$ cat src/usb_config_descriptor_walker_macros.svh
// assertion macros for the usb configuration descriptor walker
// needs clk_i and rst_ni in the scope of the module that uses them
`ifndef USB_CONFIG_DESCRIPTOR_WALKER_MACROS_SVH
`define USB_CONFIG_DESCRIPTOR_WALKER_MACROS_SVH

// same-cycle implication
`define UCDW_ASSERT_IMPL(lbl, ante, cons) \
  lbl: assert property (@(posedge clk_i) disable iff (!rst_ni) (ante) |-> (cons)) \
    else $error("ucdw assertion failed");

// next-cycle implication
`define UCDW_ASSERT_NEXT(lbl, ante, cons) \
  lbl: assert property (@(posedge clk_i) disable iff (!rst_ni) (ante) |=> (cons)) \
    else $error("ucdw assertion failed");

`endif

$ cat src/ucdw_pkg.sv
// shared types and constants for the usb configuration descriptor walker
// no dependencies
`timescale 1ns / 1ps
`default_nettype none

package ucdw_pkg;

  // slot limits and defaults
  localparam int unsigned IF_SLOTS_DEF = 4;
  localparam int unsigned EP_SLOTS_DEF = 4;
  localparam int unsigned SLOTS_MAX    = 16;
  localparam int unsigned CNT_W        = $clog2(SLOTS_MAX + 1);

  // queue depths
  localparam int unsigned MID_DEPTH = 4;
  localparam int unsigned RES_DEPTH = 4;

  // descriptor type codes
  localparam logic [7:0] TYPE_INTERFACE = 8'h04;
  localparam logic [7:0] TYPE_ENDPOINT  = 8'h05;
  localparam logic [7:0] TYPE_HID       = 8'h21;
  localparam logic [7:0] TYPE_REPORT    = 8'h22;
  localparam logic [7:0] ADDR_MASK      = 8'h7f;
  localparam logic [7:0] DIR_IN_BIT     = 8'h80;

  typedef enum logic [1:0] {
    REC_INTERFACE = 2'd0,
    REC_REPORT    = 2'd1,
    REC_ENDPOINT  = 2'd2,
    REC_DONE      = 2'd3
  } record_kind_e;

  typedef enum logic [1:0] {
    STOP_RUN      = 2'd0,
    STOP_BAD_IF   = 2'd1,
    STOP_ZERO_LEN = 2'd2,
    STOP_ENDED    = 2'd3
  } stop_e;

  typedef enum logic [1:0] {
    STATUS_OK       = 2'd0,
    STATUS_BAD_IF   = 2'd1,
    STATUS_ZERO_LEN = 2'd2
  } walk_status_e;

  // classified byte from the front part
  typedef struct packed {
    logic [7:0]       data;
    logic             last;
    logic             pos_is1;
    logic             past_limit;
    logic [CNT_W-1:0] clamped;
  } byte_item_t;

  // one output record as it appears on the ports
  typedef struct packed {
    record_kind_e kind;
    logic [1:0]   if_num;
    logic [7:0]   if_class;
    logic [7:0]   if_subclass;
    logic [7:0]   if_protocol;
    logic [1:0]   ep_slot;
    logic [6:0]   ep_addr;
    logic         ep_in;
    logic [15:0]  length;
    logic [2:0]   if_count;
    walk_status_e status;
    logic         last;
  } record_t;

  // everything one byte produces: a walk record and/or a done record
  typedef struct packed {
    logic         walk_valid;
    record_t      walk_rec;
    logic         done_valid;
    logic [2:0]   if_count;
    walk_status_e status;
  } result_t;

endpackage

`default_nettype wire

$ cat src/ucdw_fifo.sv
// small register queue used between the walker parts
// depends on the assertion macros
`timescale 1ns / 1ps
`default_nettype none

`include "usb_config_descriptor_walker_macros.svh"

module ucdw_fifo #(
  parameter int unsigned WIDTH = 8,
  parameter int unsigned DEPTH = 4
) (
  input  wire logic             clk_i,
  input  wire logic             rst_ni,
  input  wire logic             push_i,
  input  wire logic [WIDTH-1:0] data_i,
  output logic                  full_o,
  input  wire logic             pop_i,
  output logic [WIDTH-1:0]      data_o,
  output logic                  empty_o
);

  localparam int unsigned PtrW = (DEPTH > 1) ? $clog2(DEPTH) : 1;
  localparam int unsigned CntW = $clog2(DEPTH + 1);

  logic [WIDTH-1:0] mem_q [DEPTH];
  logic [PtrW-1:0]  wr_ptr_q, wr_ptr_d, rd_ptr_q, rd_ptr_d;
  logic [CntW-1:0]  cnt_q, cnt_d;
  logic             do_push, do_pop;

  // handshake
  assign full_o  = (cnt_q == CntW'(DEPTH));
  assign empty_o = (cnt_q == '0);
  assign do_push = push_i && !full_o;
  assign do_pop  = pop_i && !empty_o;
  assign data_o  = mem_q[rd_ptr_q];

  // pointer and fill count update
  always_comb begin
    wr_ptr_d = wr_ptr_q;
    rd_ptr_d = rd_ptr_q;
    cnt_d    = cnt_q;
    if (do_push) begin
      wr_ptr_d = (wr_ptr_q == PtrW'(DEPTH - 1)) ? '0 : wr_ptr_q + 1'b1;
    end
    if (do_pop) begin
      rd_ptr_d = (rd_ptr_q == PtrW'(DEPTH - 1)) ? '0 : rd_ptr_q + 1'b1;
    end
    case ({do_push, do_pop})
      2'b10:   cnt_d = cnt_q + 1'b1;
      2'b01:   cnt_d = cnt_q - 1'b1;
      default: cnt_d = cnt_q;
    endcase
  end

  always_ff @(posedge clk_i or negedge rst_ni) begin
    if (!rst_ni) begin
      wr_ptr_q <= '0;
      rd_ptr_q <= '0;
      cnt_q    <= '0;
    end else begin
      wr_ptr_q <= wr_ptr_d;
      rd_ptr_q <= rd_ptr_d;
      cnt_q    <= cnt_d;
    end
  end

  // storage
  always_ff @(posedge clk_i) begin
    if (do_push) begin
      mem_q[wr_ptr_q] <= data_i;
    end
  end

  `UCDW_ASSERT_IMPL(a_fifo_cnt_range, 1'b1, cnt_q <= CntW'(DEPTH))

endmodule

`default_nettype wire

$ cat src/ucdw_front.sv
// front part: takes bytes, tracks stream position and header fields
// depends on ucdw_pkg
`timescale 1ns / 1ps
`default_nettype none

module ucdw_front #(
  parameter int unsigned INTERFACE_SLOTS = ucdw_pkg::IF_SLOTS_DEF
) (
  input  wire logic               clk_i,
  input  wire logic               rst_ni,
  input  wire logic               push_i,
  input  wire logic [7:0]         data_byte_i,
  input  wire logic               last_byte_i,
  input  wire logic               full_i,
  output logic                    item_push_o,
  output ucdw_pkg::byte_item_t    item_o
);

  import ucdw_pkg::*;

  logic [15:0]      pos_q, pos_d;
  logic [15:0]      limit_q, limit_d;
  logic [CNT_W-1:0] clamped_q, clamped_d;
  logic             take;

  assign take        = push_i && !full_i;
  assign item_push_o = take;

  // header capture from stream bytes two to four
  always_comb begin
    limit_d   = limit_q;
    clamped_d = clamped_q;
    if (pos_q == 16'd2) begin
      limit_d = {limit_q[15:8], data_byte_i};
    end else if (pos_q == 16'd3) begin
      limit_d = {data_byte_i, limit_q[7:0]};
    end else if (pos_q == 16'd4) begin
      clamped_d = (data_byte_i > 8'(INTERFACE_SLOTS)) ? CNT_W'(INTERFACE_SLOTS)
                                                     : CNT_W'(data_byte_i);
    end
    pos_d = (pos_q == 16'hffff) ? pos_q : pos_q + 16'd1;
  end

  // classified item
  always_comb begin
    item_o.data       = data_byte_i;
    item_o.last       = last_byte_i;
    item_o.pos_is1    = (pos_q == 16'd1);
    item_o.past_limit = (pos_q != 16'd0) && (pos_q >= limit_d);
    item_o.clamped    = clamped_d;
  end

  always_ff @(posedge clk_i or negedge rst_ni) begin
    if (!rst_ni) begin
      pos_q     <= '0;
      limit_q   <= '0;
      clamped_q <= '0;
    end else if (take) begin
      if (last_byte_i) begin
        pos_q     <= '0;
        limit_q   <= '0;
        clamped_q <= '0;
      end else begin
        pos_q     <= pos_d;
        limit_q   <= limit_d;
        clamped_q <= clamped_d;
      end
    end
  end

endmodule

`default_nettype wire

$ cat src/ucdw_walk.sv
// back part: descriptor walk over classified bytes, builds records
// depends on ucdw_pkg and the assertion macros
`timescale 1ns / 1ps
`default_nettype none

`include "usb_config_descriptor_walker_macros.svh"

module ucdw_walk #(
  parameter int unsigned INTERFACE_SLOTS = ucdw_pkg::IF_SLOTS_DEF,
  parameter int unsigned ENDPOINT_SLOTS  = ucdw_pkg::EP_SLOTS_DEF
) (
  input  wire logic               clk_i,
  input  wire logic               rst_ni,
  input  wire ucdw_pkg::byte_item_t item_i,
  input  wire logic               item_valid_i,
  output logic                    item_pop_o,
  input  wire logic               out_full_i,
  output logic                    res_push_o,
  output ucdw_pkg::result_t       res_o
);

  import ucdw_pkg::*;

  localparam int unsigned IdxW = (INTERFACE_SLOTS > 1) ? $clog2(INTERFACE_SLOTS) : 1;

  logic [7:0]       bid_q, bid_d;
  logic [7:0]       dlen_q, dlen_d;
  logic [7:0]       dtype_q, dtype_d;
  logic [7:0]       lo_q, lo_d, hi_q, hi_d;
  logic             acc_q, acc_d;
  logic [IdxW-1:0]  cur_q, cur_d;
  logic             alt_q, alt_d;
  logic             seen_q, seen_d;
  stop_e            stop_q, stop_d;
  logic [CNT_W-1:0] counts_q [INTERFACE_SLOTS];

  logic             take;
  logic [7:0]       b;
  logic [7:0]       len_new;
  logic [8:0]       off_inc;
  logic             go;
  logic [CNT_W-1:0] ep_cnt;
  logic             cnt_we;
  logic [CNT_W-1:0] cnt_wval;
  logic [7:0]       cur_ext;
  logic [7:0]       clamp_ext;
  logic             rec_valid;
  record_t          rec;

  assign take       = item_valid_i && !out_full_i;
  assign item_pop_o = take;
  assign b          = item_i.data;
  assign ep_cnt     = counts_q[cur_q];
  assign cur_ext    = 8'(cur_q);
  assign clamp_ext  = 8'(item_i.clamped);

  // walk step
  always_comb begin
    bid_d     = bid_q;
    dlen_d    = dlen_q;
    dtype_d   = dtype_q;
    lo_d      = lo_q;
    hi_d      = hi_q;
    acc_d     = acc_q;
    cur_d     = cur_q;
    alt_d     = alt_q;
    seen_d    = seen_q;
    stop_d    = stop_q;
    cnt_we    = 1'b0;
    cnt_wval  = '0;
    go        = 1'b0;
    len_new   = dlen_q;
    off_inc   = {1'b0, bid_q} + 9'd1;
    rec_valid = 1'b0;
    rec       = '0;
    rec.if_num = cur_ext[1:0];

    if (stop_q == STOP_RUN) begin
      go = 1'b1;
      if (bid_q == 8'd0) begin
        // descriptor start
        if (item_i.past_limit) begin
          stop_d = STOP_ENDED;
          go     = 1'b0;
        end else if (b == 8'd0) begin
          stop_d = STOP_ZERO_LEN;
          go     = 1'b0;
        end else begin
          dlen_d  = b;
          len_new = b;
          dtype_d = '0;
          lo_d    = '0;
          hi_d    = '0;
          acc_d   = 1'b0;
        end
      end else if (bid_q == 8'd1) begin
        if (!item_i.pos_is1) begin
          dtype_d = b;
        end
      end else if (dtype_q == TYPE_INTERFACE) begin
        unique case (bid_q)
          8'd2: begin
            if (b >= clamp_ext) begin
              stop_d = STOP_BAD_IF;
              go     = 1'b0;
            end else begin
              cur_d  = IdxW'(b);
              seen_d = 1'b1;
            end
          end
          8'd3: begin
            alt_d = (b == 8'd0);
            if (b == 8'd0) begin
              cnt_we = 1'b1;
            end
          end
          8'd5: lo_d = b;
          8'd6: hi_d = b;
          8'd7: begin
            if (alt_q) begin
              rec_valid       = 1'b1;
              rec.kind        = REC_INTERFACE;
              rec.if_class    = lo_q;
              rec.if_subclass = hi_q;
              rec.if_protocol = b;
            end
          end
          default: ;
        endcase
      end else if (dtype_q == TYPE_HID) begin
        unique case (bid_q)
          8'd6: lo_d = b;
          8'd7: hi_d = b;
          8'd8: begin
            if (seen_q && lo_q == TYPE_REPORT) begin
              rec_valid  = 1'b1;
              rec.kind   = REC_REPORT;
              rec.length = {b, hi_q};
            end
          end
          default: ;
        endcase
      end else if (dtype_q == TYPE_ENDPOINT) begin
        unique case (bid_q)
          8'd2: begin
            if (seen_q && alt_q && ep_cnt < CNT_W'(ENDPOINT_SLOTS)) begin
              acc_d = 1'b1;
              lo_d  = b;
              hi_d  = '0;
            end
          end
          8'd4: hi_d = b;
          8'd5: begin
            if (acc_q) begin
              rec_valid   = 1'b1;
              rec.kind    = REC_ENDPOINT;
              rec.ep_slot = ep_cnt[1:0];
              rec.ep_addr = 7'(lo_q & ADDR_MASK);
              rec.ep_in   = |(lo_q & DIR_IN_BIT);
              rec.length  = {b, hi_q};
              cnt_we      = 1'b1;
              cnt_wval    = ep_cnt + 1'b1;
              acc_d       = 1'b0;
            end
          end
          default: ;
        endcase
      end

      // advance within the descriptor
      if (go) begin
        bid_d = (off_inc >= {1'b0, len_new}) ? 8'd0 : off_inc[7:0];
      end
    end
  end

  // result for the output queue
  always_comb begin
    res_o.walk_valid = rec_valid;
    res_o.walk_rec   = rec;
    res_o.done_valid = item_i.last;
    res_o.if_count   = clamp_ext[2:0];
    case (stop_d)
      STOP_BAD_IF:   res_o.status = STATUS_BAD_IF;
      STOP_ZERO_LEN: res_o.status = STATUS_ZERO_LEN;
      default:       res_o.status = STATUS_OK;
    endcase
  end

  assign res_push_o = take && (rec_valid || item_i.last);

  // walk state, cleared after each last byte
  always_ff @(posedge clk_i or negedge rst_ni) begin
    if (!rst_ni) begin
      bid_q   <= '0;
      dlen_q  <= '0;
      dtype_q <= '0;
      lo_q    <= '0;
      hi_q    <= '0;
      acc_q   <= 1'b0;
      cur_q   <= '0;
      alt_q   <= 1'b0;
      seen_q  <= 1'b0;
      stop_q  <= STOP_RUN;
      for (int i = 0; i < INTERFACE_SLOTS; i++) begin
        counts_q[i] <= '0;
      end
    end else if (take) begin
      if (item_i.last) begin
        bid_q   <= '0;
        dlen_q  <= '0;
        dtype_q <= '0;
        lo_q    <= '0;
        hi_q    <= '0;
        acc_q   <= 1'b0;
        cur_q   <= '0;
        alt_q   <= 1'b0;
        seen_q  <= 1'b0;
        stop_q  <= STOP_RUN;
        for (int i = 0; i < INTERFACE_SLOTS; i++) begin
          counts_q[i] <= '0;
        end
      end else begin
        bid_q   <= bid_d;
        dlen_q  <= dlen_d;
        dtype_q <= dtype_d;
        lo_q    <= lo_d;
        hi_q    <= hi_d;
        acc_q   <= acc_d;
        cur_q   <= cur_d;
        alt_q   <= alt_d;
        seen_q  <= seen_d;
        stop_q  <= stop_d;
        if (cnt_we) begin
          counts_q[cur_q] <= cnt_wval;
        end
      end
    end
  end

  `UCDW_ASSERT_NEXT(a_walk_clears, take && item_i.last, stop_q == STOP_RUN && bid_q == 8'd0)
  `UCDW_ASSERT_IMPL(a_no_rec_stopped, stop_q != STOP_RUN, !rec_valid)

endmodule

`default_nettype wire

$ cat src/ucdw_emit.sv
// result queue and record sequencer: walk record first, then done record
// depends on ucdw_pkg, ucdw_fifo and the assertion macros
`timescale 1ns / 1ps
`default_nettype none

`include "usb_config_descriptor_walker_macros.svh"

module ucdw_emit (
  input  wire logic              clk_i,
  input  wire logic              rst_ni,
  input  wire logic              res_push_i,
  input  wire ucdw_pkg::result_t res_i,
  output logic                   res_full_o,
  input  wire logic              pop_i,
  output logic                   empty_o,
  output ucdw_pkg::record_t      rec_o
);

  import ucdw_pkg::*;

  logic [$bits(result_t)-1:0] head_raw;
  result_t                    head;
  logic                       fifo_empty;
  logic                       fifo_pop;
  logic                       show_done;
  logic                       phase_q, phase_d;
  logic                       take;

  ucdw_fifo #(
    .WIDTH ($bits(result_t)),
    .DEPTH (RES_DEPTH)
  ) u_res_fifo (
    .clk_i   (clk_i),
    .rst_ni  (rst_ni),
    .push_i  (res_push_i),
    .data_i  (res_i),
    .full_o  (res_full_o),
    .pop_i   (fifo_pop),
    .data_o  (head_raw),
    .empty_o (fifo_empty)
  );

  assign head      = result_t'(head_raw);
  assign empty_o   = fifo_empty;
  assign take      = pop_i && !fifo_empty;
  assign show_done = !head.walk_valid || phase_q;
  assign fifo_pop  = take && (show_done || !head.done_valid);

  // pick the record on view
  always_comb begin
    if (show_done) begin
      rec_o          = '0;
      rec_o.kind     = REC_DONE;
      rec_o.if_count = head.if_count;
      rec_o.status   = head.status;
      rec_o.last     = 1'b1;
    end else begin
      rec_o = head.walk_rec;
    end
  end

  // phase: walk record of a two-record entry already taken
  always_comb begin
    phase_d = phase_q;
    if (take) begin
      phase_d = !fifo_pop;
    end
  end

  always_ff @(posedge clk_i or negedge rst_ni) begin
    if (!rst_ni) begin
      phase_q <= 1'b0;
    end else begin
      phase_q <= phase_d;
    end
  end

  `UCDW_ASSERT_IMPL(a_phase_pair, phase_q, !fifo_empty && head.walk_valid && head.done_valid)

endmodule

`default_nettype wire

$ cat src/usb_config_descriptor_walker.sv
// top level of the usb configuration descriptor walker
// depends on ucdw_pkg, ucdw_fifo, ucdw_front, ucdw_walk and ucdw_emit
//
//  channel  | direction | handshake           | payload
//  ---------+-----------+---------------------+------------------------------------------
//  bytes    | in        | push / full         | data_byte_i, last_byte_i
//  records  | out       | empty / pop         | record_kind_o .. last_record_o
//
// one byte is taken per cycle while full is low; its records pass the byte queue, then the result queue
// one record leaves per cycle while empty is low; a last byte that also ends a record gives two records
// the walk engine stalls only while the result queue is full, the byte queue absorbs that
// reset is asynchronous, active low, and leaves both queues empty with no clearing pass
`timescale 1ns / 1ps
`default_nettype none

module usb_config_descriptor_walker #(
  parameter int unsigned INTERFACE_SLOTS = ucdw_pkg::IF_SLOTS_DEF,
  parameter int unsigned ENDPOINT_SLOTS  = ucdw_pkg::EP_SLOTS_DEF
) (
  input  wire logic        clk_i,
  input  wire logic        rst_ni,
  input  wire logic        push,
  input  wire logic [7:0]  data_byte_i,
  input  wire logic        last_byte_i,
  output logic             full,
  input  wire logic        pop,
  output logic             empty,
  output logic [1:0]       record_kind_o,
  output logic [1:0]       interface_number_o,
  output logic [7:0]       interface_class_o,
  output logic [7:0]       interface_subclass_o,
  output logic [7:0]       interface_protocol_o,
  output logic [1:0]       endpoint_slot_o,
  output logic [6:0]       endpoint_address_o,
  output logic             endpoint_is_in_o,
  output logic [15:0]      length_value_o,
  output logic [2:0]       interface_count_o,
  output logic [1:0]       walk_status_o,
  output logic             last_record_o
);

  import ucdw_pkg::*;

  byte_item_t                    front_item;
  logic                          front_push;
  logic [$bits(byte_item_t)-1:0] mid_raw;
  logic                          mid_empty;
  logic                          mid_pop;
  result_t                       res;
  logic                          res_push;
  logic                          res_full;
  record_t                       rec;

  // front: byte intake and header tracking
  ucdw_front #(
    .INTERFACE_SLOTS (INTERFACE_SLOTS)
  ) u_front (
    .clk_i       (clk_i),
    .rst_ni      (rst_ni),
    .push_i      (push),
    .data_byte_i (data_byte_i),
    .last_byte_i (last_byte_i),
    .full_i      (full),
    .item_push_o (front_push),
    .item_o      (front_item)
  );

  // queue between front and walk engine
  ucdw_fifo #(
    .WIDTH ($bits(byte_item_t)),
    .DEPTH (MID_DEPTH)
  ) u_mid_fifo (
    .clk_i   (clk_i),
    .rst_ni  (rst_ni),
    .push_i  (front_push),
    .data_i  (front_item),
    .full_o  (full),
    .pop_i   (mid_pop),
    .data_o  (mid_raw),
    .empty_o (mid_empty)
  );

  // walk engine
  ucdw_walk #(
    .INTERFACE_SLOTS (INTERFACE_SLOTS),
    .ENDPOINT_SLOTS  (ENDPOINT_SLOTS)
  ) u_walk (
    .clk_i        (clk_i),
    .rst_ni       (rst_ni),
    .item_i       (byte_item_t'(mid_raw)),
    .item_valid_i (!mid_empty),
    .item_pop_o   (mid_pop),
    .out_full_i   (res_full),
    .res_push_o   (res_push),
    .res_o        (res)
  );

  // result queue and record sequencing
  ucdw_emit u_emit (
    .clk_i      (clk_i),
    .rst_ni     (rst_ni),
    .res_push_i (res_push),
    .res_i      (res),
    .res_full_o (res_full),
    .pop_i      (pop),
    .empty_o    (empty),
    .rec_o      (rec)
  );

  // result ports
  assign record_kind_o        = rec.kind;
  assign interface_number_o   = rec.if_num;
  assign interface_class_o    = rec.if_class;
  assign interface_subclass_o = rec.if_subclass;
  assign interface_protocol_o = rec.if_protocol;
  assign endpoint_slot_o      = rec.ep_slot;
  assign endpoint_address_o   = rec.ep_addr;
  assign endpoint_is_in_o     = rec.ep_in;
  assign length_value_o       = rec.length;
  assign interface_count_o    = rec.if_count;
  assign walk_status_o        = rec.status;
  assign last_record_o        = rec.last;

endmodule

`default_nettype wire

$ cat config.mk
export PLATFORM = sky130hd
export DESIGN_NAME = usb_config_descriptor_walker
export DESIGN_NICKNAME = d
export VERILOG_FILES = /design/src/ucdw_pkg.sv /design/src/ucdw_fifo.sv /design/src/ucdw_front.sv /design/src/ucdw_walk.sv /design/src/ucdw_emit.sv /design/src/usb_config_descriptor_walker.sv
export VERILOG_INCLUDE_DIRS = /design/src /design/src/src
export SDC_FILE = /design/constraint.sdc
export NUM_CORES = 1
export LEC_CHECK = 0
export CAP_MARGIN = 30
export CELL_PAD_IN_SITES_DETAIL_PLACEMENT = 0
export CELL_PAD_IN_SITES_GLOBAL_PLACEMENT = 2
export CORE_MARGIN = 8
export CORE_UTILIZATION = 40
export CTS_BUF_LIST = sky130_fd_sc_hd__clkbuf_16
export DETAILED_ROUTE_END_ITERATION = 8
export DONT_BUFFER_PORTS = 1
export GPL_ROUTABILITY_DRIVEN = 0
export PLACE_DENSITY = 0.79
export SLEW_MARGIN = 20
export SYNTH_ARGS = -nofsm -noshare
export SYNTH_HDL_FRONTEND = slang
export SYNTH_SLANG_ARGS = --single-unit
$ cat constraint.sdc
create_clock -name clk_i -period 6.79 [get_ports clk_i]
set_clock_uncertainty 0.2 [all_clocks]
set_input_delay 1.358 -clock clk_i [delete_from_list [all_inputs] [get_ports clk_i]]
set_output_delay 1.358 -clock clk_i [all_outputs]
set_load 0.01 [all_outputs]
# Word level (Yosys, flattened, before mapping)
# Memories as Yosys holds them, arrays and structs flattened.
# Index checks and enable logic that the tools add are counted.
[op_classes]
reduce_logical = 55
mux = 166
div = 0
n_eq_ne = 45
add_sub_neg = 11
order_cmp = 7
bitwise = 1
mul = 0
shift = 0
[ops]
columns = ["operator", "count"]
rows = [
  ["8-bit 2-to-1 mux", 36],
  ["50-bit 2-to-1 mux", 3],
  ["16-bit 2-to-1 mux", 8],
  ["26-bit 2-to-1 mux", 4],
  ["5-bit 2-to-1 mux", 16],
  ["24-bit 2-to-1 mux", 3],
  ["60-bit 2-to-1 mux", 1],
  ["2-bit 2-to-1 mux", 29],
  ["1-bit 2-to-1 mux", 55],
  ["8-bit by 3-bit == test with 1-bit output (second input constant)", 6],
  ["20-bit 2-to-1 mux", 2],
  ["16-bit by 2-bit == test with 1-bit output (second input constant)", 2],
  ["10-bit AND reduction", 3],
  ["20-bit bitwise mux", 1],
  ["16-bit by 1-bit adder with 16-bit output (second input constant)", 1],
  ["16-bit by 1-bit == test with 1-bit output (second input constant)", 1],
  ["16-bit == test (second input constant)", 1],
  ["16-bit by 3-bit == test with 1-bit output (second input constant)", 1],
  ["8-bit by 2-bit == test with 1-bit output (second input constant)", 2],
  ["8-bit by 6-bit == test with 1-bit output (second input constant)", 2],
  ["16-bit greater-or-equal comparator", 1],
  ["8-bit zero test", 2],
  ["8-bit one-hot mux with 2 select lines", 1],
  ["16-bit nonzero test", 1],
  ["other kinds (45)", 103],
]
[totals]
mem_bits_ro = 0
mem_count = 2
word_cells = 311
latchBits = 0
register_bits = 119
ramBits = 308
output_inout_bits = 62
[memory_table]
columns = ["memory", "words", "word_bits", "rd", "rd_ports_with_merged_regs", "write_ports", "line_no", "rtl"]
rows = [
  ["u_emit.u_res_fifo.mem_q", 4, 61, 1, 0, 1, "ucdw_fifo.sv:25", "logic [WIDTH-1:0] mem_q [DEPTH];"],
  ["u_mid_fifo.mem_q", 4, 16, 1, 0, 1, "ucdw_fifo.sv:25", ""],
]

# Depth between registers and ports, before layout
# Gate-level depths: netlist of the first run.
[depth]
word_depth = 16
mapped_depth = 17
depth_no_buf = 15

# Modules after synthesis
# From an unflattened synthesis of the first run, not the netlist that was laid out.
[unflattened]
cells_unflattened = 1327
hier_area_um2 = 20383.3
[modules_own_cells]
columns = ["module", "cells_each", "n_inst", "area_per_inst_um2"]
rows = [
  ["ucdw_fifo at u_emit.u_res_fifo", 391, 1, 10121.0],
  ["ucdw_walk", 444, 1, 4326.6],
  ["ucdw_fifo at u_mid_fifo", 124, 1, 2800.2],
  ["ucdw_front", 294, 1, 2612.5],
  ["ucdw_emit", 73, 1, 519.2],
  ["usb_config_descriptor_walker", 1, 1, 3.8],
]

# Worst setup path after synthesis of the first run
# OpenSTA, ideal clock, no wires.
[synth_path]
path_type = "register -> register"
startpoint = "reg u_mid_fifo.rd_ptr_q[0]"
endpoint = "reg u_walk.bid_q[1]"
required_time_ps = 6513
period_less_slack_ps = 4242
setup_slack_ps = 2548
setup_time_ps = 77
t_arrival_ps = 3966
stages_incl_launch_ff = 15
cell_sequence = "dfrtp_1 -> buf_6 -> mux4_2 -> or4_4 -> o31ai_4 -> clkbuf_1 -> a22oi_1 -> ha_1 -> a21o_1 -> a211o_1 -> a41oi_1 -> o21ai_0 -> a31o_2 -> or3b_1 -> o21ai_1"
[synth_via]
elab_chain_cells = 11
[synth_lines]
columns = ["item", "line_no", "rtl"]
rows = [
  ["start: declaration", "ucdw_fifo.sv:26", "logic [PtrW-1:0] wr_ptr_q, wr_ptr_d, rd_ptr_q, rd_ptr_d;"],
  ["start signal: assignment", "ucdw_fifo.sv:62", "rd_ptr_q <= rd_ptr_d;"],
  ["memory 4 x 16 bit (*)", "-", ""],
  ["8-bit zero test", "ucdw_walk.sv:85", "end else if (b == 8'd0) begin"],
  ["8-bit 2-to-1 mux", "ucdw_walk.sv:85", ""],
  ["8-bit 2-to-1 mux", "ucdw_walk.sv:82", "if (item_i.past_limit) begin"],
  ["8-bit 2-to-1 mux", "ucdw_walk.sv:80", "if (bid_q == 8'd0) begin"],
  ["8-bit 2-to-1 mux", "ucdw_walk.sv:78", "if (stop_q == STOP_RUN) begin"],
  ["9-bit by 8-bit greater-or-equal comparator with 1-bit output", "ucdw_walk.sv:172", "bid_d = (off_inc >= {1'b0, len_new}) ? 8'd0 : off_inc[7:0];"],
  ["8-bit 2-to-1 mux", "ucdw_walk.sv:172", ""],
  ["8-bit 2-to-1 mux", "ucdw_walk.sv:171", "if (go) begin"],
  ["8-bit 2-to-1 mux", "ucdw_walk.sv:78", ""],
  ["8-bit 2-to-1 mux", "ucdw_walk.sv:209", "if (item_i.last) begin"],
  ["end signal: assignment", "ucdw_walk.sv:224", "bid_q <= bid_d;"],
  ["end: declaration", "ucdw_walk.sv:26", "logic [7:0] bid_q, bid_d;"],
]
# Mark *: on every way between the ends. The rest lies on a longest branch, timed or not. The select of a mux whose other input is x is not followed.
# A chain may end at the register's enable or synchronous reset.

# Worst setup path in the final report of the first run
# Ends and elaborated chain as after synthesis.

==> flow_summary.ini, run 1 <==
[global_routing]
antenna_found_initial = 0
grt_max_degree = 120
grtUsageTotal_pct = 15.4
first_global_vias = 10900
grt_overflow = 0
grt_pass1_wl_um = 65300

[timing]
finalWorstSetupSlack_ps = 1860
finalSetupTns_ps = 0
worst_pin_slew_ps = 905
rsz0062_at_grt = no
maxSlewHeadroom_pct = 39.5
hold_violations = 0
fmax_mhz = 203
whs_ps = 276
slew_viol_final = 0
min_period_over_period_pct = 72.7
fin_crit_ps = 4930
setup-violations-final = 0

[floorplanning]
io_pins = 75
die_h_um = 234
core_area_um2 = 47300
initial_core_util_pct = 40.1
fp-row-count = 80
die_x_um = 234
die_area_um2 = 54700

[final_layout]
stdcell_count = 1945
diodes = 0
finalNetCount = 1357
area_growth_pct = 12.0
drive_gt1_share_pct = 15.5

[synth]
synth_seq_area_share_pct = 64.4
synth_area_um2 = 19000
ys_warn_count = 0
ys_ff_latch = 427
syn_inst = 1281
synth_cell_types = 69
syn-num-nets = 1346
async_flop_share_pct = 27.9
synth_edf_count = 308
synth_flop_cell = edfxtp_1
syn_avg_cell_area_um2 = 14.8

[routing]
wl_um = 41500
wl_per_cell_um = 21.4
detail-route-antenna-nets = 0
drtIter0Drc = 816
route.vias.total = 10600
vias_per_cell = 5.47
drc_errors = 0
dr.pass1.iters = 5

[cts]
cts_buffer_depth = 3
root_buffer = clkbuf_16
clk_pin_slew_ps = 60
numCtsBuffers = 46
htreeDepth = 2
cts.sinks = 427
insertion_delay_ps = 580
cts_hold_buf = 0
ctsResizeCount = 0
postCtsSetupRepairBufs = 0
cts_tree = yes

[placement]
pre_cts_ws_ps = 1830
dpl.cell_count = 1859
hpwlAfterDp_um = 27600
port_buffers = 0

[power]
ir_drop_v = 0.000239
combinationalPowerShare_pct = 33.4
power_leakage_nw = 7.96
total_power_mw = 9.80
clkPwrFrac_pct = 26.7
powerDensity_nw_per_um2 = 461
switchingPower_mw = 3.37
p_int_mw = 6.43
swShare_pct = 34.4
seqPwrFrac_pct = 39.9

[setup_path]
crit_fanout = 13
rr_worst_depth = 13
worstPathArrival_ps = 5230
worstSetupEndpointType = flip-flop
startpoint_type = flip-flop
path_class = reg -> reg
cp.required_ps = 7090

[worst_hold_path]
hold_path.class = reg -> reg
hold_path_depth = 1

[run_status]
status = complete, no violations

[flow_run]
cap_violations = 0
==> Yosys cell counts, types with 4 or more instances <==
library cell	instances	share of area [%]
edfxtp_1	308	49
dfrtp_1	119	16
nand2_1	89	1.8
mux4_2	81	9.6
and2_1	68	2.2
nor2b_1	67	2.2
ha_1	50	3.3
o21ai_0	49	1.3
nor2_1	47	0.93
clkbuf_1	40	0.79
inv_1	33	0.65
o21ai_1	27	0.71
a22oi_1	25	0.99
a21oi_1	23	0.61
mux2i_1	23	1.2
nor3_1	21	0.55
xor2_1	18	0.83
nand3_1	17	0.45
and3_1	16	0.53
mux2_1	14	0.83
mux2_2	13	0.77
a21o_1	11	0.43
a22o_1	10	0.46
nand4_1	10	0.33
nor4_1	8	0.26
or3_1	8	0.26
buf_1	7	0.14
xnor2_1	7	0.32
nand2b_1	6	0.20
or2_2	5	0.16
nor3b_1	4	0.16
o21a_1	4	0.16
==> placed cells by master (no fill, tap or decap), types with 9 or more instances in the layout <==
master	Yosys	routed
and2_1	68	64
clkinv_1	2	9
xor2_1	18	18
clkinv_2	0	10
a22o_1	10	10
and3_1	16	16
ha_1	50	50
clkbuf_16	0	47
nand3_1	17	17
nand2_1	89	89
a21o_1	11	11
mux4_2	81	81
o21ai_1	27	27
a21oi_1	23	23
inv_1	33	38
nor3_1	21	21
o21ai_0	49	49
nand4_1	10	10
buf_4	2	15
mux2_2	13	13
nor2_1	47	47
nor2b_1	67	67
mux2i_1	23	23
mux2_1	14	14
edfxtp_1	308	308
dfrtp_1	119	117
a22oi_1	25	25
==> critical path, cell delays in order, from the launching register on <==
cell     delay [ps]
dfrtp_1         840
buf_4           290
mux4_2          630
or3_1           430
o31ai_4         470
a22oi_1         140
ha_1            330
a21o_1          180
a211o_1         290
a41oi_1         150
o21ai_0         170
a31o_2          290
or3b_1          350
o21ai_1          80
==> metal layers <==
metal,routed length [um],up-vias,GRT usage [%]
met5,0,-,0
met4,1350,0,6.10
met3,1920,77,2.49
met2,20000,244,25.3
met1,18300,5454,20.5
li1,-,4869,-
==> cells by family (layout without fill, tap and decap cells) <==
logic type / count (synthesis) / in the layout / synth area share (%)
flops: 427 / 427 / 64.4
xor+xnor: 25 / 25 / 1.15
fa+ha+maj: 52 / 52 / 3.51
mux: 131 / 131 / 12.4
simple gates: 388 / 388 / 11.0
compound gates: 171 / 171 / 5.71
buf+inv: 87 / 136 / 1.81
==> power groups by stage <==
| stage | Clock [mW] | Sequential [mW] | Combinational, mW |
|---|---|---|---|
| after global routing | 2.77 | 4.00 | 3.64 |
| after CTS | 2.68 | 3.93 | 3.36 |
| final | 2.62 | 3.92 | 3.27 |
| after detailed placement | 0 | 3.98 | 3.34 |
| after floorplan | 0 | 3.76 | 2.62 |
| after global placement | 0 | 3.95 | 3.32 |
==> per-stage QoR <==
step	area, um^2	util, %
floorplan	19000	-
global placement	19700	41.5
finish	21300	44.9
detailed placement	19700	41.5
CTS	21300	44.9
global route	21300	44.9
==> registers in the layout (all words and copies together), names as in the netlist <==
name	flops
u_emit.u_res_fifo.mem_q	244
u_mid_fifo.mem_q	64
u_walk.counts_q	20
u_front.limit_q	16
u_front.pos_q	16
u_walk.bid_q	8
u_walk.dlen_q	8
u_walk.dtype_q	8
u_walk.hi_q	8
u_walk.lo_q	8
u_front.clamped_q	5
u_emit.u_res_fifo.cnt_q	3
u_mid_fifo.cnt_q	3
u_emit.u_res_fifo.rd_ptr_q	2
u_emit.u_res_fifo.wr_ptr_q	2
u_mid_fifo.rd_ptr_q	2
u_mid_fifo.wr_ptr_q	2
u_walk.cur_q	2
u_walk.stop_q	2
u_emit.phase_q	1
u_walk.acc_q	1
u_walk.alt_q	1
u_walk.seen_q	1
==> final cells by class <==
| class | count | area, um^2 |
|---|---|---|
| Tap cell | 615 | 769 |
| Sequential cell | 427 | 12200 |
| Inverter | 35 | 131 |
| Clock buffer | 47 | 1180 |
| Multi-Input combinational cell | 767 | 6420 |
| Timing Repair Buffer | 15 | 113 |
| Fill cell | 4130 | 26100 |
| Clock inverter | 39 | 419 |
==> worst paths after layout <==
kind / startpoint / endpoint / slack, ps
min: u_front.clamped_q[3]$_DFFE_PN0P_ / u_front.clamped_q[3]$_DFFE_PN0P_ / 280
max reg2reg: u_mid_fifo.rd_ptr_q[0]$_DFFE_PN0P_ / u_walk.bid_q[1]$_DFFE_PN0P_ / 1860
min in group asynchronous: rst_ni / u_walk.counts_q[0]$_DFFE_PN0P_ / 290
min reg2reg: u_front.clamped_q[3]$_DFFE_PN0P_ / u_front.clamped_q[3]$_DFFE_PN0P_ / 280
max in group asynchronous: rst_ni / u_emit.u_res_fifo.rd_ptr_q[1]$_DFFE_PN0P_ / 5850
max: u_mid_fifo.rd_ptr_q[0]$_DFFE_PN0P_ / u_walk.bid_q[1]$_DFFE_PN0P_ / 1860
(Power assumes the default switching activity.)
==> run 2, diff against run 1 <==
- PLACE_DENSITY: 0.79 -> 0.81
- clock period: 6.79 -> 4.3 ns (I/O delays scaled with it)
==> flow_summary.ini, run 2 (same netlist as run 1, synthesis figures left out) <==
[cts]
numCtsBuffers = 44
cts_tree = yes
cts_buffer_depth = 3
postCtsSetupRepairBufs = 0
cts.sinks = 427
root_buffer = clkbuf_16
htreeDepth = 2
insertion_delay_ps = 580
clk_pin_slew_ps = 70

[setup_path]
rr_startpoint = u_mid_fifo.rd_ptr_q[0]$_DFFE_PN0P_
crit_fanout = 11
rr_worst_depth = 14
cp.required_ps = 4600
worstSetupEndpointType = flip-flop
worstPathArrival_ps = 4380
reg2reg_slack_ps = 220
cp-endpoint = u_walk.bid_q[1]$_DFFE_PN0P_
path_class = reg -> reg
startpoint_type = flip-flop
r2r-end = u_walk.bid_q[1]$_DFFE_PN0P_
crit_start = u_mid_fifo.rd_ptr_q[0]$_DFFE_PN0P_

[routing]
wl_um = 41100
route.vias.total = 10600
vias_per_cell = 5.42
detail-route-antenna-nets = 0
drtIter0Drc = 617
dr.pass1.iters = 5
wl_per_cell_um = 20.9
drc_errors = 0

[global_routing]
grt_max_degree = 120
grt_overflow = 0
first_global_vias = 11100
grtUsageTotal_pct = 15.3
grt_pass1_wl_um = 65100
antenna_found_initial = 1

[final_layout]
area_growth_pct = 12.6
drive_gt1_share_pct = 16.3
final_common_cell = edfxtp_1
stdcell_count = 1965
largest_register_ffs = 244
final_cell_mix = edfxtp_1 (308), dfrtp_1 (117), nand2_1 (89)
top_regs = u_emit.u_res_fifo.mem_q: 244 flops, u_mid_fifo.mem_q: 64 flops, u_walk.counts_q: 20 flops
finalNetCount = 1380
final_util_pct = 45.2
regMostFlops = u_emit.u_res_fifo.mem_q
diodes = 0

[floorplanning]
core_area_um2 = 47300
initial_core_util_pct = 40.1
die_h_um = 234
io_pins = 75
die_x_um = 234
die_area_um2 = 54700
fp-row-count = 80

[timing]
rsz0062_at_grt = no
fmax_mhz = 245
maxSlewHeadroom_pct = 41.0
fin_crit_ps = 4080
setup-violations-final = 0
worst_pin_slew_ps = 885
whs_ps = 22.4
min_period_over_period_pct = 94.8
slew_viol_final = 0
hold_violations = 0
finalSetupTns_ps = 0

[placement]
dpl.cell_count = 1883
port_buffers = 0
hpwlAfterDp_um = 26800

[worst_hold_path]
hold_path.class = in -> async

[power]
powerDensity_nw_per_um2 = 721
power_leakage_nw = 8.03
ir_drop_v = 0.000344

[run_status]
status = complete, no violations

[flow_run]
cap_violations = 0
## run 2: how the worst min path moves through the flow
stage                                       end  slack, ps  cells after the start
2_1_floorplan  u_front.clamped_q[3]$_DFFE_PN0P_        240                      1
3_5_place_dp   u_front.clamped_q[4]$_DFFE_PN0P_        270                      1
4_1_cts            u_front.pos_q[9]$_DFFE_PN0P_         50                      1
5_1_grt           u_front.pos_q[14]$_DFFE_PN0P_         70                      1
6_report          u_front.pos_q[14]$_DFFE_PN0P_         20                      1
3_3_place_gp   u_front.clamped_q[3]$_DFFE_PN0P_        260                      1
## run 2: per-stage QoR
step	area (um^2)	power [mW]	worst slack [ps]
finish	21400	15.4	223
global route	21400	16.4	22.6
CTS	21400	15.7	147
detailed placement	19900	11.9	180
global placement	19900	11.8	221
floorplan	19000	10.1	57.6
## run 2: report_power, final
part	total, mW	internal, mW	switching, mW
clock network	3.70	2.10	1.60
registers	6.10	5.59	0.506
logic	5.62	2.33	3.30
total	15.4	10.0	5.40
## run 2: layout make-up
type | count | area, um^2
Sequential cell | 427 | 12200
Fill cell | 4136 | 26000
Multi-Input combinational cell | 767 | 6420
Clock inverter | 36 | 282
Clock buffer | 45 | 1130
Timing Repair Buffer | 40 | 424
Inverter | 35 | 131
Tap cell | 615 | 769
## run 2: metal layers
| layer | up-vias | track usage [%] | routed length [um] |
|---|---|---|---|
| met5 | - | 0 | 0 |
| met3 | 69 | 2.52 | 1780 |
| met1 | 5421 | 19.2 | 17700 |
| met2 | 229 | 26.6 | 20600 |
| met4 | 0 | 5.11 | 1040 |
| li1 | 4928 | - | - |
## run 2: timing repair
item	in CTS	in global routing
endpoints found under the setup margin	0	2
resized for setup	0	1
endpoints found under the hold margin	119	0
hold buffers	1	0
## run 2: worst max-delay path, stage by stage, from the launching register on
cell     delay (ps)
dfrtp_1         400
buf_12          130
mux4_2          510
or4_4           590
o31ai_4         250
buf_4           210
a22oi_1          80
ha_1            190
a21o_1          160
a211o_1         280
a41oi_1         160
o21ai_0         150
a31o_2          290
or3b_1          350
o21ai_1          80
==> run 3, diff against run 2 <==
- PLACE_DENSITY: 0.81 -> 0.79
- clock period: 4.3 -> 3.87 ns (I/O delays scaled with it)
==> flow_summary.ini, run 3 (same netlist as run 1, synthesis figures left out) <==
[placement]
dpl.cell_count = 1912
hpwlAfterDp_um = 27900
port_buffers = 0
pre_cts_ws_ps = -78.6

[timing]
whs_ps = 98.8
setup-violations-final = 0
hold_violations = 0
maxSlewHeadroom_pct = 41.9
rsz0062_at_grt = yes
fmax_mhz = 259
finalWorstSetupSlack_ps = 4.79
slew_viol_final = 0
fin_crit_ps = 3870
min_period_over_period_pct = 99.9
worst_pin_slew_ps = 871

[routing]
detail-route-antenna-nets = 0
wl_um = 41800
vias_per_cell = 5.34
drc_errors = 0
drtIter0Drc = 667
dr.pass1.iters = 5
wl_per_cell_um = 20.8
route.vias.total = 10700

[setup_path]
crit_fanout = 7
crit_start = u_mid_fifo.rd_ptr_q[0]$_DFFE_PN0P_
worstSetupEndpointType = flip-flop
worstPathArrival_ps = 4160
rr_startpoint = u_mid_fifo.rd_ptr_q[0]$_DFFE_PN0P_
cpMostUsedCell = buf_6
cpMaxStageDelayCell = or4_4
cp.required_ps = 4170
crit_chain = buf_6 > mux4_2 > or4_4 > o31ai_4 > buf_6 > a22oi_1 > ha_1 > a211o_1 > a41oi_2 > o21ai_2 > a31o_4 > or3b_1 > o21ai_1
startpoint_type = flip-flop
path_class = reg -> reg
slowest_delay_ps = 570

[cts]
numCtsBuffers = 43
clk_pin_slew_ps = 70
cts.sinks = 427
htreeDepth = 2
cts_buffer_depth = 3
cts_tree = yes
root_buffer = clkbuf_16
insertion_delay_ps = 580

[floorplanning]
initial_core_util_pct = 40.1
core_area_um2 = 47300
die_h_um = 234
die_x_um = 234
die_area_um2 = 54700
fp-row-count = 80
io_pins = 75

[run_status]
status = complete, no violations

[power]
power_leakage_nw = 8.22
combinationalPowerShare_pct = 38.5
total_power_mw = 17.3
switchingPower_mw = 6.05
swShare_pct = 35.0
ir_drop_v = 0.000358
powerDensity_nw_per_um2 = 798
clkPwrFrac_pct = 22.7
p_int_mw = 11.2
seqPwrFrac_pct = 38.8

[global_routing]
grt_pass1_wl_um = 66000
grtUsageTotal_pct = 15.6
grt_max_degree = 120
grt_overflow = 0
antenna_found_initial = 0
first_global_vias = 11100

[final_layout]
diodes = 0
drive_gt1_share_pct = 18.6
largest_register_ffs = 244
area_growth_pct = 14.1
final_common_cell = edfxtp_1
top_regs = u_emit.u_res_fifo.mem_q: 244 flops, u_mid_fifo.mem_q: 64 flops, u_walk.counts_q: 20 flops
final_cell_mix = edfxtp_1 (308), dfrtp_1 (117), nand2_1 (89)
stdcell_count = 2005
finalNetCount = 1420
final_util_pct = 45.7
regMostFlops = u_emit.u_res_fifo.mem_q

[flow_run]
cap_violations = 0

[worst_hold_path]
hold_path.class = in -> reg
hp-start = data_byte_i[6]
## run 3: repair_timing
item | 4_1_cts | 5_1_grt
endpoints found under the setup margin | 1 | 8
gates resized for setup | 7 | 3
hold buffers | 2 | 0
setup buffers | 9 | 3
pin swaps | 8 | 7
hold endpoints to repair | 119 | 0
## run 3: per-layer routing
layer	vias up	track usage (%)	share of wire, %
li1	4999	-	-
met5	-	0	0
met1	5466	19.7	43
met2	186	27.2	51
met3	62	2.62	3.7
met4	0	4.92	2.4
## run 3: final cells by class
cell class	instances	area, um^2
clock buffers	43	1080
clock inverters	37	263
fillers	4123	25700
inverters	35	131
multi-input cells	767	6450
flip-flops and latches	427	12200
well taps	615	769
repair buffers	81	733
## run 3: path summary, 6_finish.rpt
path / cells after the start / to / slack, ps
max: 13 / u_walk.bid_q[1]$_DFFE_PN0P_ / 5
min: 0 / u_mid_fifo.mem_q[3][14]$_DFFE_PP_ / 100
min reg2reg: 2 / u_front.clamped_q[1]$_DFFE_PN0P_ / 280
max in group asynchronous: 2 / u_emit.u_res_fifo.rd_ptr_q[0]$_DFFE_PN0P_ / 2240
min in group asynchronous: 2 / u_walk.counts_q[16]$_DFFE_PN0P_ / 620
max reg2reg: 13 / u_walk.bid_q[1]$_DFFE_PN0P_ / 5
## run 3: through the flow
step / setup TNS, ps / cell area [um^2]
floorplan: -193 / 19000
global placement: -37.3 / 20200
detailed placement: -78.6 / 20200
CTS: -28.6 / 21600
global route: -275 / 21700
finish: 0 / 21700
## run 3: critical path: cells and delay by family (launching register included)
kind	cells	cell delay, ps
simple gates	2	910
compound gates	7	1160
mux	1	510
buf+inv	2	310
flops	1	390
fa+ha+maj	1	320
## run 3: power groups by stage
stage | combinational [mW] | sequential (mW) | clock (mW)
after floorplan | 4.62 | 6.58 | 0
after global placement | 6.53 | 6.75 | 0
after detailed placement | 6.61 | 6.80 | 0
after CTS | 6.78 | 6.72 | 4.02
after global routing | 7.35 | 6.82 | 4.18
final | 6.64 | 6.70 | 3.92
